File: src/rtl/core/tcp_sender_window_control_defines.svh
// Assertion macros for the sender window control block.
`ifndef TCP_SENDER_WINDOW_CONTROL_DEFINES_SVH
`define TCP_SENDER_WINDOW_CONTROL_DEFINES_SVH
// Implication checked on every rising clock edge outside reset.
`define TSWC_ASSERT_IMP(label, clk, rst, lhs, rhs) \
   label: assert property (@(posedge clk) disable iff (rst) (lhs) |-> (rhs)) \
      else $error("assertion failed");
// Next-cycle implication checked outside reset.
`define TSWC_ASSERT_NEXT(label, clk, rst, lhs, rhs) \
   label: assert property (@(posedge clk) disable iff (rst) (lhs) |=> (rhs)) \
      else $error("assertion failed");
`endif

File: src/rtl/core/tswc_pkg.sv
// Shared types and constants of the sender window control block.
package tswc_pkg;
   localparam int SegmentBytes = 1024;
   localparam int SeqSpace = 30720;
   localparam logic [15:0] SEG_BYTES = 16'd1024;
   localparam logic [15:0] SEQ_SPACE = 16'd30720;
   localparam logic [15:0] WIN_LIMIT = 16'((SeqSpace + 1) / 2);
   localparam logic [15:0] MINUS_ONE = 16'hFFFF;
   localparam logic [15:0] CWND_RESET = 16'd1024;
   localparam logic [15:0] SSTHRESH_RESET = 16'd15360;
   localparam logic [20:0] SEG_SQUARE = 21'(SegmentBytes * SegmentBytes);
   localparam logic [3:0] MAX_OUT = 4'd15;

   localparam logic [1:0] ACT_SYN = 2'd0;
   localparam logic [1:0] ACT_ACK = 2'd1;
   localparam logic [1:0] ACT_TIMEOUT = 2'd2;
   localparam logic [1:0] ACT_FINACK = 2'd3;

   localparam logic [2:0] PH_IDLE = 3'd0;
   localparam logic [2:0] PH_SYN = 3'd1;
   localparam logic [2:0] PH_DATA = 3'd2;
   localparam logic [2:0] PH_FIN = 3'd3;
   localparam logic [2:0] PH_WAIT = 3'd4;
   localparam logic [2:0] PH_CLOSED = 3'd5;

   localparam logic [2:0] FLAG_NONE = 3'd0;
   localparam logic [2:0] FLAG_FIN = 3'd1;
   localparam logic [2:0] FLAG_SYN = 3'd2;
   localparam logic [2:0] FLAG_ACK = 3'd4;

   // Operations the controller asks of the datapath.
   typedef enum logic [3:0] {
      OP_NONE,
      OP_LOAD,
      OP_SYN,
      OP_ACK_UPDATE,
      OP_ACK_WINDOW,
      OP_DIV_START,
      OP_DIV_STEP,
      OP_ACK_GROW,
      OP_FIN,
      OP_DATA_SEG,
      OP_TIMEOUT,
      OP_TIMEOUT_DATA,
      OP_WAIT,
      OP_FINACK
   } op_type;

   typedef struct packed {
      op_type op;
   } cmd_type;

   typedef struct packed {
      logic [2:0] phase;
      logic [1:0] action;
      logic open;
      logic finack_ok;
      logic fin_ready;
      logic [3:0] seg_count;
      logic chunk_zero;
      logic div_done;
      logic rewind_empty;
      logic close_now;
   } status_type;

   function automatic logic [15:0] seq_mod(input logic [16:0] v);
      logic [16:0] r;
      r = v;
      if (r >= 17'(SEQ_SPACE)) r = r - 17'(SEQ_SPACE);
      if (r >= 17'(SEQ_SPACE)) r = r - 17'(SEQ_SPACE);
      return r[15:0];
   endfunction
endpackage

File: src/rtl/core/tcp_sender_window_control.sv
// Top level of the TCP sender window control block.
// An item is taken only when the block is idle; SYN, FIN-ACK and timeout items
// finish after decoding and the result handshake. An ACK item shows its first segment
// descriptor after the window update, the 21-step serial divider for the window growth
// and the growth step, then one per cycle while rsp_ready holds, up to fifteen.
// Synchronous active-high reset returns the connection to idle with default windows.
`include "tcp_sender_window_control_defines.svh"
module tcp_sender_window_control import tswc_pkg::*; (
   input  logic        clock,
   input  logic        reset,
   input  logic        csr_write_enable,
   input  logic [23:0] csr_write_data,
   input  logic        req_valid,
   output logic        req_ready,
   input  logic [1:0]  req_action,
   input  logic [15:0] req_peer_seq,
   input  logic [15:0] req_peer_ack,
   input  logic [15:0] req_peer_window,
   output logic        rsp_valid,
   input  logic        rsp_ready,
   output logic [15:0] rsp_seg_seq,
   output logic [15:0] rsp_seg_ack,
   output logic [13:0] rsp_seg_window,
   output logic [2:0]  rsp_seg_flags,
   output logic [10:0] rsp_seg_length,
   output logic [23:0] rsp_payload_offset,
   output logic        rsp_is_retransmit,
   output logic        rsp_close_done,
   output logic        rsp_last_of_run
);
   cmd_type    cmd;
   status_type status;
   logic       last_flag;

   tswc_control u_control (
      .clock, .reset, .req_valid, .req_ready, .rsp_valid, .rsp_ready,
      .status, .cmd, .last_flag
   );

   tswc_datapath u_datapath (
      .clock, .reset, .csr_write_enable, .csr_write_data, .cmd, .last_flag,
      .req_action, .req_peer_seq, .req_peer_ack, .req_peer_window, .status,
      .rsp_seg_seq, .rsp_seg_ack, .rsp_seg_window, .rsp_seg_flags, .rsp_seg_length,
      .rsp_payload_offset, .rsp_is_retransmit, .rsp_close_done, .rsp_last_of_run
   );

   `TSWC_ASSERT_IMP(a_no_accept_busy, clock, reset, rsp_valid, !req_ready)
   `TSWC_ASSERT_IMP(a_close_alone, clock, reset, rsp_valid && rsp_close_done,
                    rsp_last_of_run && rsp_seg_flags == FLAG_NONE)
   `TSWC_ASSERT_NEXT(a_busy_after_accept, clock, reset, req_valid && req_ready, !req_ready)
endmodule

File: src/rtl/core/tswc_datapath.sv
// Datapath: connection state, window arithmetic, serial divider and result register.
module tswc_datapath import tswc_pkg::*; (
   input  logic        clock,
   input  logic        reset,
   input  logic        csr_write_enable,
   input  logic [23:0] csr_write_data,
   input  cmd_type     cmd,
   input  logic        last_flag,
   input  logic [1:0]  req_action,
   input  logic [15:0] req_peer_seq,
   input  logic [15:0] req_peer_ack,
   input  logic [15:0] req_peer_window,
   output status_type  status,
   output logic [15:0] rsp_seg_seq,
   output logic [15:0] rsp_seg_ack,
   output logic [13:0] rsp_seg_window,
   output logic [2:0]  rsp_seg_flags,
   output logic [10:0] rsp_seg_length,
   output logic [23:0] rsp_payload_offset,
   output logic        rsp_is_retransmit,
   output logic        rsp_close_done,
   output logic        rsp_last_of_run
);
   logic [23:0] len_ff;
   logic [2:0]  phase_ff;
   logic [15:0] cwnd_ff, ssth_ff, lsent_ff, lacked_ff, echo_ff, finw_ff;
   logic [23:0] soff_ff, aoff_ff;
   logic        finsent_ff;
   logic [1:0]  quiet_ff;
   logic [1:0]  act_ff;
   logic [15:0] pseq_ff, pack_ff, pwin_ff;
   logic [15:0] win_ff, seq_ff, unack_ff;
   logic [3:0]  nseg_ff;
   logic [20:0] rem_ff;
   logic [15:0] quo_ff;
   logic [4:0]  dcnt_ff;
   logic [15:0] seq_o_ff, ack_o_ff;
   logic [13:0] win_o_ff;
   logic [2:0]  flg_o_ff;
   logic [10:0] len_o_ff;
   logic [23:0] off_o_ff;
   logic        retx_o_ff, done_o_ff;

   function automatic logic [15:0] sv_plus(input logic [15:0] x, input logic [15:0] d);
      // Sequence value plus d modulo the sequence space; minus one reads as -1.
      logic [16:0] t;
      if (x == MINUS_ONE) t = 17'(d) + 17'(SEQ_SPACE) - 17'd1;
      else t = 17'(x) + 17'(d);
      return seq_mod(t);
   endfunction

   logic [15:0] flight;
   logic [16:0] fdiff;
   logic [16:0] ls_val, la_val;
   logic [23:0] chunk_rem;
   logic [10:0] chunk_len;
   logic [15:0] min_w, adv_w, acked_n, pack_mod;
   logic [16:0] gro;
   logic [23:0] rewind;
   logic [20:0] rshift;
   logic [16:0] cc;

   always_comb begin
      ls_val = (lsent_ff == MINUS_ONE) ? 17'd0 : 17'(lsent_ff) + 17'd1;
      la_val = (lacked_ff == MINUS_ONE) ? 17'd0 : 17'(lacked_ff) + 17'd1;
      fdiff = ls_val + 17'(SEQ_SPACE) - la_val;
      flight = seq_mod(fdiff);
      min_w = pwin_ff;
      if (cwnd_ff < min_w) min_w = cwnd_ff;
      if (WIN_LIMIT < min_w) min_w = WIN_LIMIT;
      adv_w = (min_w > flight) ? min_w - flight : 16'd0;
      chunk_rem = len_ff - soff_ff;
      if (soff_ff >= len_ff) chunk_len = 11'd0;
      else if (chunk_rem < 24'(SEG_BYTES)) chunk_len = chunk_rem[10:0];
      else chunk_len = 11'(SEG_BYTES);
      pack_mod = seq_mod(17'(pack_ff));
      acked_n = (pack_mod == 16'd0) ? SEQ_SPACE - 16'd1 : pack_mod - 16'd1;
      rewind = (aoff_ff != 24'd0) ? aoff_ff - 24'd1 : 24'd0;
      rshift = {rem_ff[19:0], 1'b0};
      gro = 17'(cwnd_ff) + 17'(quo_ff);
      cc = (cwnd_ff < ssth_ff) ? 17'(cwnd_ff) + 17'(SEG_BYTES) : gro;
   end

   function automatic logic [13:0] sat_win(input logic [15:0] w);
      return (w > 16'd16383) ? 14'h3FFF : w[13:0];
   endfunction

   always_ff @(posedge clock) begin
      if (reset) begin
         len_ff <= 24'd0;
         phase_ff <= PH_IDLE;
         cwnd_ff <= CWND_RESET;
         ssth_ff <= SSTHRESH_RESET;
         lsent_ff <= MINUS_ONE;
         lacked_ff <= MINUS_ONE;
         soff_ff <= 24'd0;
         aoff_ff <= 24'd0;
         echo_ff <= 16'd0;
         finsent_ff <= 1'b0;
         quiet_ff <= 2'd0;
         finw_ff <= 16'd0;
      end else begin
         if (csr_write_enable) len_ff <= csr_write_data;
         unique case (cmd.op)
            OP_LOAD: begin
               act_ff <= req_action;
               pseq_ff <= req_peer_seq;
               pack_ff <= req_peer_ack;
               pwin_ff <= req_peer_window;
            end
            OP_SYN: begin
               phase_ff <= PH_SYN;
               echo_ff <= pseq_ff + 16'd1;
               seq_o_ff <= 16'd0;
               ack_o_ff <= pseq_ff + 16'd1;
               win_o_ff <= sat_win(adv_w);
               flg_o_ff <= FLAG_SYN | FLAG_ACK;
               len_o_ff <= 11'd0;
               off_o_ff <= 24'd0;
               retx_o_ff <= 1'b0;
               done_o_ff <= 1'b0;
               lsent_ff <= 16'd0;
            end
            OP_ACK_UPDATE: begin
               phase_ff <= PH_DATA;
               echo_ff <= pseq_ff;
               if (lacked_ff == MINUS_ONE) begin
                  aoff_ff <= aoff_ff + 24'(acked_n) + 24'd1;
                  lacked_ff <= acked_n;
               end else if (acked_n > lacked_ff) begin
                  aoff_ff <= aoff_ff + 24'(acked_n - lacked_ff);
                  lacked_ff <= acked_n;
               end else if (acked_n < lacked_ff && lacked_ff - acked_n > WIN_LIMIT) begin
                  aoff_ff <= aoff_ff + 24'(SEQ_SPACE - lacked_ff + acked_n);
                  lacked_ff <= acked_n;
               end
            end
            OP_ACK_WINDOW: begin
               unack_ff <= flight;
               seq_ff <= sv_plus(lsent_ff, 16'd1);
               win_ff <= adv_w;
               nseg_ff <= (adv_w[15:10] > 6'(MAX_OUT)) ? MAX_OUT : adv_w[13:10];
            end
            OP_DIV_START: begin
               rem_ff <= 21'd0;
               quo_ff <= 16'd0;
               dcnt_ff <= 5'd21;
            end
            OP_DIV_STEP: begin
               // One restoring step per cycle over the 21 dividend bits.
               logic [20:0] tr;
               tr = rshift | 21'(SEG_SQUARE[dcnt_ff - 5'd1]);
               if (tr >= 21'(cwnd_ff)) begin
                  rem_ff <= tr - 21'(cwnd_ff);
                  quo_ff <= {quo_ff[14:0], 1'b1};
               end else begin
                  rem_ff <= tr;
                  quo_ff <= {quo_ff[14:0], 1'b0};
               end
               dcnt_ff <= dcnt_ff - 5'd1;
            end
            OP_ACK_GROW: begin
               cwnd_ff <= (cc > 17'd65535) ? 16'hFFFF : cc[15:0];
            end
            OP_FIN: begin
               phase_ff <= PH_FIN;
               finsent_ff <= 1'b1;
               finw_ff <= win_ff;
               lsent_ff <= seq_ff;
               seq_o_ff <= seq_ff;
               ack_o_ff <= echo_ff;
               win_o_ff <= sat_win(win_ff);
               flg_o_ff <= FLAG_FIN;
               len_o_ff <= 11'd0;
               off_o_ff <= 24'd0;
               retx_o_ff <= 1'b0;
               done_o_ff <= 1'b0;
            end
            OP_DATA_SEG: begin
               seq_o_ff <= seq_ff;
               ack_o_ff <= echo_ff;
               win_o_ff <= sat_win(win_ff);
               flg_o_ff <= FLAG_ACK;
               len_o_ff <= chunk_len;
               off_o_ff <= soff_ff;
               retx_o_ff <= 1'b0;
               done_o_ff <= 1'b0;
               soff_ff <= soff_ff + 24'(chunk_len);
               seq_ff <= seq_mod(17'(seq_ff) + 17'(chunk_len));
               lsent_ff <= seq_mod(17'(seq_ff) + 17'(chunk_len) + 17'(SEQ_SPACE) - 17'd1);
               nseg_ff <= nseg_ff - 4'd1;
            end
            OP_TIMEOUT: begin
               ssth_ff <= (cwnd_ff[15:1] < SEG_BYTES[14:0]) ? SEG_BYTES : {1'b0, cwnd_ff[15:1]};
               cwnd_ff <= SEG_BYTES;
               seq_o_ff <= (phase_ff == PH_SYN) ? 16'd0 : sv_plus(lacked_ff, 16'd1);
               ack_o_ff <= echo_ff;
               win_o_ff <= sat_win(SEG_BYTES);
               len_o_ff <= 11'd0;
               off_o_ff <= 24'd0;
               done_o_ff <= 1'b0;
               if (phase_ff == PH_SYN) begin
                  flg_o_ff <= FLAG_SYN | FLAG_ACK;
                  retx_o_ff <= 1'b1;
                  lsent_ff <= 16'd0;
               end else if (phase_ff == PH_DATA) begin
                  soff_ff <= rewind;
               end else begin
                  flg_o_ff <= FLAG_FIN;
                  retx_o_ff <= finsent_ff;
                  finsent_ff <= 1'b1;
                  finw_ff <= SEG_BYTES;
                  lsent_ff <= sv_plus(lacked_ff, 16'd1);
               end
            end
            OP_TIMEOUT_DATA: begin
               if (chunk_len == 11'd0) begin
                  phase_ff <= PH_FIN;
               end else begin
                  flg_o_ff <= FLAG_ACK;
                  retx_o_ff <= 1'b1;
                  len_o_ff <= chunk_len;
                  off_o_ff <= soff_ff;
                  soff_ff <= soff_ff + 24'(chunk_len);
                  lsent_ff <= seq_mod(17'(seq_o_ff) + 17'(chunk_len) + 17'(SEQ_SPACE)
                                      - 17'd1);
               end
            end
            OP_WAIT: begin
               if (act_ff == ACT_FINACK) begin
                  quiet_ff <= 2'd0;
                  seq_o_ff <= sv_plus(lsent_ff, 16'd1);
                  ack_o_ff <= echo_ff;
                  win_o_ff <= sat_win(finw_ff);
                  flg_o_ff <= FLAG_ACK;
                  len_o_ff <= 11'd0;
                  off_o_ff <= 24'd0;
                  retx_o_ff <= 1'b0;
                  done_o_ff <= 1'b0;
               end else if (act_ff == ACT_TIMEOUT) begin
                  quiet_ff <= quiet_ff + 2'd1;
                  if (quiet_ff + 2'd1 >= 2'd2) begin
                     phase_ff <= PH_CLOSED;
                     seq_o_ff <= 16'd0;
                     ack_o_ff <= 16'd0;
                     win_o_ff <= 14'd0;
                     flg_o_ff <= FLAG_NONE;
                     len_o_ff <= 11'd0;
                     off_o_ff <= 24'd0;
                     retx_o_ff <= 1'b0;
                     done_o_ff <= 1'b1;
                  end
               end
            end
            OP_FINACK: begin
               echo_ff <= echo_ff + 16'd1;
               phase_ff <= PH_WAIT;
               quiet_ff <= 2'd0;
               seq_o_ff <= sv_plus(lsent_ff, 16'd1);
               ack_o_ff <= echo_ff + 16'd1;
               win_o_ff <= sat_win(finw_ff);
               flg_o_ff <= FLAG_ACK;
               len_o_ff <= 11'd0;
               off_o_ff <= 24'd0;
               retx_o_ff <= 1'b0;
               done_o_ff <= 1'b0;
            end
            default: begin
            end
         endcase
      end
   end

   always_comb begin
      status.phase = phase_ff;
      status.action = act_ff;
      status.open = (phase_ff <= PH_DATA) || (phase_ff == PH_FIN && !finsent_ff);
      status.finack_ok = (phase_ff == PH_FIN) && finsent_ff && (pseq_ff == echo_ff);
      status.fin_ready = (soff_ff == len_ff) && (unack_ff == 16'd0);
      status.seg_count = nseg_ff;
      status.chunk_zero = (chunk_len == 11'd0);
      status.div_done = (dcnt_ff == 5'd0);
      status.rewind_empty = (chunk_len == 11'd0);
      status.close_now = (act_ff == ACT_TIMEOUT) && (quiet_ff + 2'd1 >= 2'd2);
   end

   assign rsp_seg_seq = seq_o_ff;
   assign rsp_seg_ack = ack_o_ff;
   assign rsp_seg_window = win_o_ff;
   assign rsp_seg_flags = flg_o_ff;
   assign rsp_seg_length = len_o_ff;
   assign rsp_payload_offset = off_o_ff;
   assign rsp_is_retransmit = retx_o_ff;
   assign rsp_close_done = done_o_ff;
   assign rsp_last_of_run = last_flag;
endmodule

File: src/rtl/core/tswc_control.sv
// Controller: event sequencing and the result handshake.
module tswc_control import tswc_pkg::*; (
   input  logic       clock,
   input  logic       reset,
   input  logic       req_valid,
   output logic       req_ready,
   output logic       rsp_valid,
   input  logic       rsp_ready,
   input  status_type status,
   output cmd_type    cmd,
   output logic       last_flag
);
   typedef enum logic [3:0] {
      S_IDLE, S_DECODE, S_ACK_WIN, S_DIV_START, S_DIV, S_GROW, S_SEG, S_TO_DATA,
      S_OUT, S_OUT_SEG
   } state_type;

   state_type state_ff;
   logic rsp_valid_ff, last_ff;

   always_comb begin
      cmd.op = OP_NONE;
      unique case (state_ff)
         S_IDLE: if (req_valid) cmd.op = OP_LOAD;
         S_DECODE: begin
            if (status.phase == PH_WAIT) cmd.op = OP_WAIT;
            else if (status.phase <= PH_FIN) begin
               if (status.action == ACT_SYN && status.open) cmd.op = OP_SYN;
               else if (status.action == ACT_ACK && status.open) cmd.op = OP_ACK_UPDATE;
               else if (status.action == ACT_TIMEOUT && status.phase != PH_IDLE)
                  cmd.op = OP_TIMEOUT;
               else if (status.action == ACT_FINACK && status.finack_ok) cmd.op = OP_FINACK;
            end
         end
         S_ACK_WIN: cmd.op = OP_ACK_WINDOW;
         S_DIV_START: cmd.op = OP_DIV_START;
         S_DIV: if (!status.div_done) cmd.op = OP_DIV_STEP;
         S_GROW: cmd.op = OP_ACK_GROW;
         S_SEG: begin
            if (status.fin_ready) cmd.op = OP_FIN;
            else if (status.seg_count != 4'd0 && !status.chunk_zero) cmd.op = OP_DATA_SEG;
         end
         S_TO_DATA: cmd.op = OP_TIMEOUT_DATA;
         S_OUT_SEG: if (rsp_ready && status.seg_count != 4'd0 && !status.chunk_zero)
            cmd.op = OP_DATA_SEG;
         S_OUT: ;
         default: ;
      endcase
   end

   always_ff @(posedge clock) begin
      if (reset) begin
         state_ff <= S_IDLE;
         rsp_valid_ff <= 1'b0;
         last_ff <= 1'b0;
      end else begin
         unique case (state_ff)
            S_IDLE: if (req_valid) state_ff <= S_DECODE;
            S_DECODE: begin
               unique case (cmd.op)
                  OP_SYN, OP_FINACK: begin
                     rsp_valid_ff <= 1'b1; last_ff <= 1'b1; state_ff <= S_OUT;
                  end
                  OP_WAIT: begin
                     if (status.action == ACT_FINACK || status.close_now) begin
                        rsp_valid_ff <= 1'b1; last_ff <= 1'b1; state_ff <= S_OUT;
                     end else state_ff <= S_IDLE;
                  end
                  OP_ACK_UPDATE: state_ff <= S_ACK_WIN;
                  OP_TIMEOUT: begin
                     if (status.phase == PH_DATA) state_ff <= S_TO_DATA;
                     else begin
                        rsp_valid_ff <= 1'b1; last_ff <= 1'b1; state_ff <= S_OUT;
                     end
                  end
                  default: state_ff <= S_IDLE;
               endcase
            end
            S_ACK_WIN: state_ff <= S_DIV_START;
            S_DIV_START: state_ff <= S_DIV;
            S_DIV: if (status.div_done) state_ff <= S_GROW;
            S_GROW: state_ff <= S_SEG;
            S_SEG: begin
               if (cmd.op == OP_FIN) begin
                  rsp_valid_ff <= 1'b1; last_ff <= 1'b1; state_ff <= S_OUT;
               end else if (cmd.op == OP_DATA_SEG) begin
                  rsp_valid_ff <= 1'b1; last_ff <= 1'b0; state_ff <= S_OUT_SEG;
               end else state_ff <= S_IDLE;
            end
            S_OUT_SEG: begin
               // Next segment is computed in the cycle the current one leaves.
               if (rsp_ready) begin
                  if (cmd.op == OP_DATA_SEG) begin
                     rsp_valid_ff <= 1'b1; last_ff <= 1'b0;
                  end else begin
                     rsp_valid_ff <= 1'b0; state_ff <= S_IDLE;
                  end
               end
            end
            S_TO_DATA: begin
               if (status.rewind_empty) state_ff <= S_IDLE;
               else begin
                  rsp_valid_ff <= 1'b1; last_ff <= 1'b1; state_ff <= S_OUT;
               end
            end
            S_OUT: if (rsp_ready) begin
               rsp_valid_ff <= 1'b0; state_ff <= S_IDLE;
            end
            default: state_ff <= S_IDLE;
         endcase
      end
   end

   // The last data segment is known only once the following one is ruled out.
   assign last_flag = (state_ff == S_OUT_SEG)
                      ? (status.seg_count == 4'd0 || status.chunk_zero) : last_ff;
   assign req_ready = (state_ff == S_IDLE);
   assign rsp_valid = rsp_valid_ff;
endmodule

File: config.mk
export PLATFORM = sky130hd
export DESIGN_NAME = tcp_sender_window_control
export DESIGN_NICKNAME = d
export VERILOG_FILES = /design/src/rtl/core/tswc_pkg.sv /design/src/rtl/core/tcp_sender_window_control.sv /design/src/rtl/core/tswc_datapath.sv /design/src/rtl/core/tswc_control.sv
export VERILOG_INCLUDE_DIRS = /design/src /design/src/rtl/core
export SDC_FILE = /design/constraint.sdc
export NUM_CORES = 1
export LEC_CHECK = 0
export ABC_CLOCK_PERIOD_IN_PS = 8600
export BUFFER_PORTS_ARGS = -buffer_cell sky130_fd_sc_hd__buf_4
export CELL_PAD_IN_SITES_DETAIL_PLACEMENT = 1
export CELL_PAD_IN_SITES_GLOBAL_PLACEMENT = 1
export CORE_MARGIN = 4
export CORE_UTILIZATION = 44
export CTS_CLUSTER_SIZE = 25
export DETAILED_ROUTE_END_ITERATION = 12
export PLACE_DENSITY = 0.76
export SYNTH_ARGS = -nofsm -noshare
export SYNTH_HDL_FRONTEND = slang
export SYNTH_SLANG_ARGS = --single-unit
File: constraint.sdc
create_clock -name clock -period 8.6 [get_ports clock]
set_clock_uncertainty 0.05 [all_clocks]
set_input_delay 1.72 -clock clock [delete_from_list [all_inputs] [get_ports clock]]
set_output_delay 1.72 -clock clock [all_outputs]
set_load 0.02 [all_outputs]
==> results.md, run 1 <==
- The run finished with clean final reports.
- The worst register-to-register path has a setup slack of between 0.15 and 0.2 ns.
- Broken down by cell family, the worst path's largest delay share belongs to compound AO/OA/AOI/OAI gates.
- The classification of the worst-slack hold path is reg2reg.
- The longest clock path from root to sink contains 3 buffers.
- The part of the cycle the worst path needs is 0.981.
- The overall routed net length is about 120000 µm.
- The max-slew violation count is 0.
- The number of global-route vias before repair is around 33000.
- The library cells used most frequently in the layout, excluding fill and tap cells, are nor2_1 (400), buf_4 (361), inv_1 (342), nand2_1 (340), ha_1 (300).
- Measured along the y axis, the die boundary spans about 290 µm.
- In the routed design, unresolved DRC markers number 0.
- The final global-route overflow total is 0.
- Setup violations remaining at the end of the flow were counted as 0.
- The startpoint identified for the worst register-to-register timing path is u_datapath.len_ff[0]$_SDFFE_PP0P_.
- Entering global routing, the biggest net connects 77 pins.
- Of the total synthesized cell area, the portion taken by AND, OR, NAND and NOR gates is 0.192.
- The CTS clock-pin slew for the worst setup and hold paths is ~0.06 ns.
- The number of buffers created by CTS is 51.
- The number of rows in the core area is 102.
- For this run, the post-layout net count is between 4000 and 5000.
- The wire-length estimate of the detail-placed layout is ~90000 µm.
- During placement, the flow inserted port buffers numbering between 150 and 200.
- On the worst path, the slowest cell contributes a delay of roughly 0.43 ns.
- The share of the Yosys chip area taken by registers is 0.301.
- The worst setup path is launched from a register.
- The final-report hold violation count is 0.
- In the post-synthesis netlist, the biggest area contributors are edfxtp_1 (20%), ha_1 (11%), dfxtp_1 (10%).
- Summed over all instances, the cell type with the most area after synthesis is edfxtp_1.
- The final standard cell utilization of the core is 0.521.
- The largest fanout on the critical path is 6.
- The synthesized-area fraction occupied by adder cells is 0.128.
- The final total negative setup slack is 0 ns.
- The startpoint identified for the worst hold timing path is u_datapath.finw_ff[9]$_SDFFE_PP0P_.
- The flip-flop and latch count after synthesis is around 400.
- The initial cell density of the core is 0.446.
- The proportion of layout cells with a drive suffix above 1 is 0.149.
- The mean instance size in the synthesized netlist is 8.28 µm².
- The core region is roughly 0.08 mm².
- The synthesized design contains 229 enable-type register cells.
- For the pin with the worst max-slew slack, the measured transition is approximately 1.2 ns.
- The number of antenna violations at the first check in global routing was 2.
- In the synthesized netlist the async set-or-reset flop fraction comes to 0.
- Counting every sink on the clock net gives a little over 400.
- Headroom to the max-slew limit came out at 0.176.
- The detailed router placed between 30000 and 40000 vias in this run.
- Dividing the detail-routed via count by the number of cells gives 5.97.
- Compared with the post-synthesis result, the final layout area differs by 16.8%.
- The worst hold endpoint is u_datapath.finw_ff[9]$_SDFFE_PP0P_.
- The achievable clock frequency is ~0.12 GHz.
- The post-synthesis xor/xnor area fraction is 0.0792.
- The number of DRC markers after the initial detailed-route iteration is ~2400.
- The number of H-tree levels is 2.
- The fraction of the mapped netlist area in compound gates is 0.217.
- Together, buffers and inverters on the worst path number 7.
- The slowest stage of the critical path belongs to the cell o41ai_1.
- For this run, the total global-route usage over all layers was measured as 0.275.
- The smallest clock period supported by the final layout is computed as between 8 and 9 ns.
- The detailed-route wire length per cell is ~22 µm.
- For the worst setup path, the data arrival time is 8.88 ns.
- Routability-driven placement finished with a final weighted congestion of about 0.95.
- The worst hold path was traced through 2 stages.
- The die covers around 0.083 mm².
- Pin placement for this block handled 168 I/O pins.
- At the later pin of the worst-skew pair, clock insertion delay measures approximately 0.62 ns.
- The number of cells on the worst reg-to-reg path is 41.
- Leaving out fill and tap cells, the most frequent cell in the layout is nor2_1.
- The final antenna-violating net count is 0.
- The total of hold buffers inserted after clock tree synthesis is 0.
- Measured along the x axis, the die boundary spans ~290 µm.
- TritonCTS built the clock tree.
- The proportion of synthesized area in mux cells is 0.0220.
- The number of non-filler instances in the completed layout is 5515.
- The nature of the critical path endpoint is a register.
- The number of max-cap violations is 0.
- The count of unique library cells instantiated by Yosys is ~110.
- The area of the mapped netlist is 0.0347 mm².
- The Yosys step of the flow raised 0 warnings.
- The type of the setup path with the least slack is reg2reg.
- Data on the critical path is required at its endpoint by 9.04 ns.
- Of the post-synthesis cell area, the dominant cell type holds 0.198.
- The buffer type at the clock tree root is clkbuf_16.
- In the synthesized netlist the dominant register cell turns out to be edfxtp_1.
- The cell occurring most often along the worst timing path is inv_1.
- The first global-routing pass estimated 186000 µm of wire.
- In this run, placement finished with an instance count of approximately 5400.
- The capture instance of the worst register-to-register path is u_datapath.lsent_ff[13]$_SDFFE_PP1P_.
- The first-pass iteration count of the detailed router is 7.
- Synthesis handed over a netlist of 4191 instances.
- The launch point of the worst path is u_datapath.len_ff[0]$_SDFFE_PP0P_.
- After synthesis, the largest family of logic cells by area is compound AO/OA/AOI/OAI gates.
per-stage QoR:
stage                     setup WS (ns)  area (µm²)  hold WS, ns
final                             0.162       40500        0.400
after global routing             -0.265       40500        0.419
after CTS                       0.00178       39700        0.401
after floorplan                 0.00150       34800        0.377
after global placement            0.107       37900        0.385
after detailed placement         -0.209       37900        0.393
synth_stat cells (66+ instances only):
cell type / n
xor2_1: 94
a21oi_1: 273
nor2_1: 412
dfxtp_1: 179
inv_1: 347
nor3_1: 123
clkbuf_1: 147
edfxtp_1: 229
o21ai_0: 264
a211oi_1: 66
xnor2_1: 220
a21o_1: 75
nand3_1: 140
nand2_1: 344
ha_1: 308
worst min-delay path, cell delays in order, from the launching register on:
cell and delay (ns):
dfxtp_1 0.30, nand2_1 0.05, a21oi_1 0.05
flip-flops by register name, summed over array words and instances, names as in the netlist, 20 cells and up:
register / count
u_datapath.rsp_payload_offset: 24
u_datapath.aoff_ff: 24
u_datapath.len_ff: 24
u_datapath.rem_ff: 20
u_datapath.soff_ff: 24
cells by family after synthesis:
group | Yosys count
muxes | 75
other | 1
xor gates and xnor gates | 314
adders and majority gates | 338
AOI/OAI and AO/OA | 1133
and+or+nand+nor | 1392
DFF | 408
buffers and inverters | 530
per-layer routing:
| metal | global-route usage | part of all wire | vias up |
|---|---|---|---|
| li1 | - | - | 15600 |
| met1 | 0.382 | 0.46 | 16400 |
| met2 | 0.463 | 0.47 | 829 |
| met3 | 0.0295 | 0.052 | 157 |
| met4 | 0.0629 | 0.022 | 0 |
| met5 | 0 | 0 | - |
timing repair:
item / CTS / global route
pin swaps: 4 / 58
gates resized for setup: 13 / 151
buffers inserted: 8 / 32
setup endpoints to repair: 29 / 75
gates cloned: 0 / 2
worst max path at each step:
stage          slack (ns)  cells past startpoint                                       to
2_1_floorplan       0.001                     41   u_datapath.rsp_seg_window[0]$_DFFE_PP_
3_3_place_gp         0.11                     39      u_datapath.aoff_ff[23]$_SDFFE_PP0P_
3_5_place_dp        -0.21                     41     u_datapath.lsent_ff[13]$_SDFFE_PP1P_
4_1_cts             0.002                     38  u_datapath.rsp_seg_window[12]$_DFFE_PP_
5_1_grt             -0.27                     42     u_datapath.lsent_ff[13]$_SDFFE_PP1P_
6_report             0.16                     41     u_datapath.lsent_ff[13]$_SDFFE_PP1P_
final cells by class:
class / instances / area (µm²)
fill: 9296 / 37300
antenna: 1 / 2.50
multi-input combinational: 3254 / 23000
tap: 1040 / 1300
sequential: 408 / 10500
inverter: 350 / 1310
clock inverter: 33 / 348
timing repair buffer: 367 / 2790
clock buffer: 62 / 1360
Power of run 1 is left out: the tool's default activity adds up to more than one toggle a clock period on the data nets, which glitch-free logic cannot reach.
==> inputs of run 2 (changes only) <==
- ABC_CLOCK_PERIOD_IN_PS: 8600 -> 9100
- CORE_UTILIZATION: 44 -> 48
- PLACE_DENSITY: 0.76 -> 0.79
- clock period: 8.6 -> 9.1 ns (I/O delays scaled with it)
==> run 2 against run 1 <==
Against the previous run: worst hold slack got worse by 0.0027 ns; sequential cell count did not move; routed wire length fell by 1.7%; design area fell by 2.7%; maximum frequency fell by 3.6%; global-route usage rose by 1.9 points; core utilization rose by 3.0 points; final cell count fell by 3.2%; die area fell by 8.1%; critical endpoint unchanged.
==> results.md, run 2 (synthesized netlist as in run 1, its figures left out) <==
- Result of the run: complete, no violations (unchanged).
- The overall die area came to 0.0767 mm² (was 0.0834 mm²).
- The minimum period implied by the final worst setup slack is 8.75 ns (was 8.44 ns).
- The final antenna-violating net count is 0 (unchanged).
- The global placement routability congestion is 0.937 (was 0.949).
- The delay of the slowest cell on the worst path is 0.42 ns (was 0.43 ns).
- The post-placement setup slack was -0.0481 ns (was -0.209 ns).
- The overall routing resource usage is 0.294 (was 0.275).
- The number of antenna violations at the first check in global routing came to 2 (unchanged).
- The via total after detailed routing was 32400 (was 32900).
- The nature of the critical path endpoint was a register (unchanged).
- The endpoint required time on the critical path is 9.55 ns (was 9.04 ns).
- The largest fanout on the critical path was 9 (was 6).
- The detailed-route wire length per cell came to 22.0 µm (was 21.7 µm).
- The achievable clock frequency is 0.114 GHz (was 0.119 GHz).
- The initial cell density of the core is 0.485 (was 0.446).
- The number of nets in the layout came to 4762 (was 4847).
- The detailed-route DRC error count is 0 (unchanged).
- The slew at the pin closest to its max-slew limit came to 1.25 ns (was 1.23 ns).
- The post-place instance area is 0.0373 mm² (was 0.0379 mm²).
- The final-report hold violation count came to 0 (unchanged).
- The number of setup violations in the final report is 0 (unchanged).
- The number of rows in the core area is 98 (was 102).
- Commonest non-fill, non-tap cells in the layout: nor2_1 (403), inv_1 (346), nand2_1 (339), ha_1 (304), buf_4 (279) (was nor2_1 (400), buf_4 (361), inv_1 (342), nand2_1 (340), ha_1 (300)).
- The maximum number of pins on one net before global-route repair is 114 (was 77).
- The cell at the slowest stage of the critical path is a221o_1 (was o41ai_1).
- The total of buffers placed on input and output ports is 167 (unchanged).
- The top-level I/O count is 168 (unchanged).
- The routed via count divided by cell count is 6.07 (was 5.97).
- The type of the setup path with the least slack is reg2reg (unchanged).
- The CTS tree is built (unchanged).
- The wire length of the first global-routing pass is 184000 µm (was 186000 µm).
- The type of origin of the critical path is a register (unchanged).
- The number of DRC markers after the initial detailed-route iteration came to 2331 (was 2390).
- The reg-to-reg setup timing slack is 0.35 ns (was 0.16 ns).
- The final global-route overflow total is 0 (unchanged).
- The worst slew margin relative to its limit was 0.168 (was 0.176).
- The number of buffers created by CTS is 49 (was 51).
- The classification of the worst-slack hold path is reg2reg (unchanged).
- The cell occurring most often along the worst timing path is inv_1 (unchanged).
- The max-slew violation count is 0 (unchanged).
- The total of hold buffers inserted after clock tree synthesis is 0 (unchanged).
- The maximum root-to-sink buffer count came to 3 (unchanged).
- The critical path data arrival time is 9.20 ns (was 8.88 ns).
- The HPWL after detailed placement is 88100 µm (was 89700 µm).
- The area added between synthesis and finish is 13.5% (was 16.8%).
- The area inside the core boundary came to 0.0716 mm² (was 0.0778 mm²).
- The overall routed net length came to 118000 µm (was 120000 µm).
- The number of max-cap violations came to 0 (unchanged).
- The number of sinks handled by clock tree synthesis is 408 (unchanged).
- The final cell area excluding filler cells is 0.0394 mm² (was 0.0405 mm²).
- The buffer type at the clock tree root was clkbuf_16 (unchanged).
- The most common cell after layout, fill and taps aside is nor2_1 (unchanged).
- The proportion of layout cells with a drive suffix above 1 is 0.119 (was 0.149).
- The first-pass iteration count of the detailed router came to 6 (was 7).
- The chip width came to 277 µm (was 289 µm).
- The die extent in y is 277 µm (was 289 µm).
- The CTS clock-pin slew for the worst setup and hold paths is 0.06 ns (about the same).
- The part of the cycle the worst path needs is 0.961 (was 0.981).
- The number of H-tree levels came to 2 (unchanged).
- The setup slack of the critical path after layout is 0.350 ns (was 0.162 ns).
- The number of global-route vias before repair is 32700 (was 33200).
- The source-to-sink clock delay at the later pin of the worst-skew pair was 0.62 ns (about the same).
[run 2: changes by cell type in the layout (fill, tap and decap cells not counted), sizes merged]
cell      previous run  this run
bufinv               5         8
buf                367       284
clkinv              19        24
inv                352       349
clkinvlp             7         2
clkbuf              62        59
[run 2: worst max-delay path, delay by kind of cell (launching register included)]
family / cells / cell delay, ns
mux: 1 / 0.25
fa+ha+maj: 5 / 1.28
flops: 1 / 0.35
simple gates: 8 / 1.87
compound gates: 17 / 3.57
buf+inv: 9 / 1.12
xor+xnor: 1 / 0.14
[run 2: final timing paths]
kind                                                         start                                    to  cells past startpoint
worst max-delay path            u_datapath.soff_ff[0]$_SDFFE_PP0P_  u_datapath.lsent_ff[13]$_SDFFE_PP1P_                     41
worst min-delay path            u_datapath.ssth_ff[3]$_SDFFE_PP0P_    u_datapath.ssth_ff[3]$_SDFFE_PP0P_                      2
worst max register to register  u_datapath.soff_ff[0]$_SDFFE_PP0P_  u_datapath.lsent_ff[13]$_SDFFE_PP1P_                     41
worst min register to register  u_datapath.ssth_ff[3]$_SDFFE_PP0P_    u_datapath.ssth_ff[3]$_SDFFE_PP0P_                      2
[run 2: final cells by class]
| cell class | instances | area, µm² |
|---|---|---|
| Antenna cell | 1 | 2.50 |
| Clock buffer | 59 | 1310 |
| Clock inverter | 33 | 413 |
| Fill cell | 8624 | 32200 |
| Inverter | 350 | 1310 |
| Multi-Input combinational cell | 3254 | 22600 |
| Sequential cell | 408 | 10500 |
| Tap cell | 950 | 1190 |
| Timing Repair Buffer | 284 | 2170 |
[run 2: repair_timing]
action / CTS / global route
endpoints found under the setup margin: 20 / 48
pin swaps: 0 / 19
cloned: 0 / 1
setup buffers: 0 / 14
gates resized for setup: 5 / 88
[run 2: per-layer routing]
metal  GRT usage  routed length, µm
met3      0.0473               6950
met5           0                 13
met2       0.485              54200
met1       0.397              52700
met4      0.0905               3800
[run 2: per-stage QoR]
stage	setup TNS, ns	utilization	hold slack [ns]	std cells
after floorplan	0	-	0.377	4192
after global placement	0	0.521	0.386	5231
after detailed placement	-0.0539	0.521	0.392	5231
after CTS	0	0.545	0.403	5323
after global routing	-0.329	0.550	0.420	5338
final	0	0.550	0.397	5339
Power of run 2 is left out for the same reason.
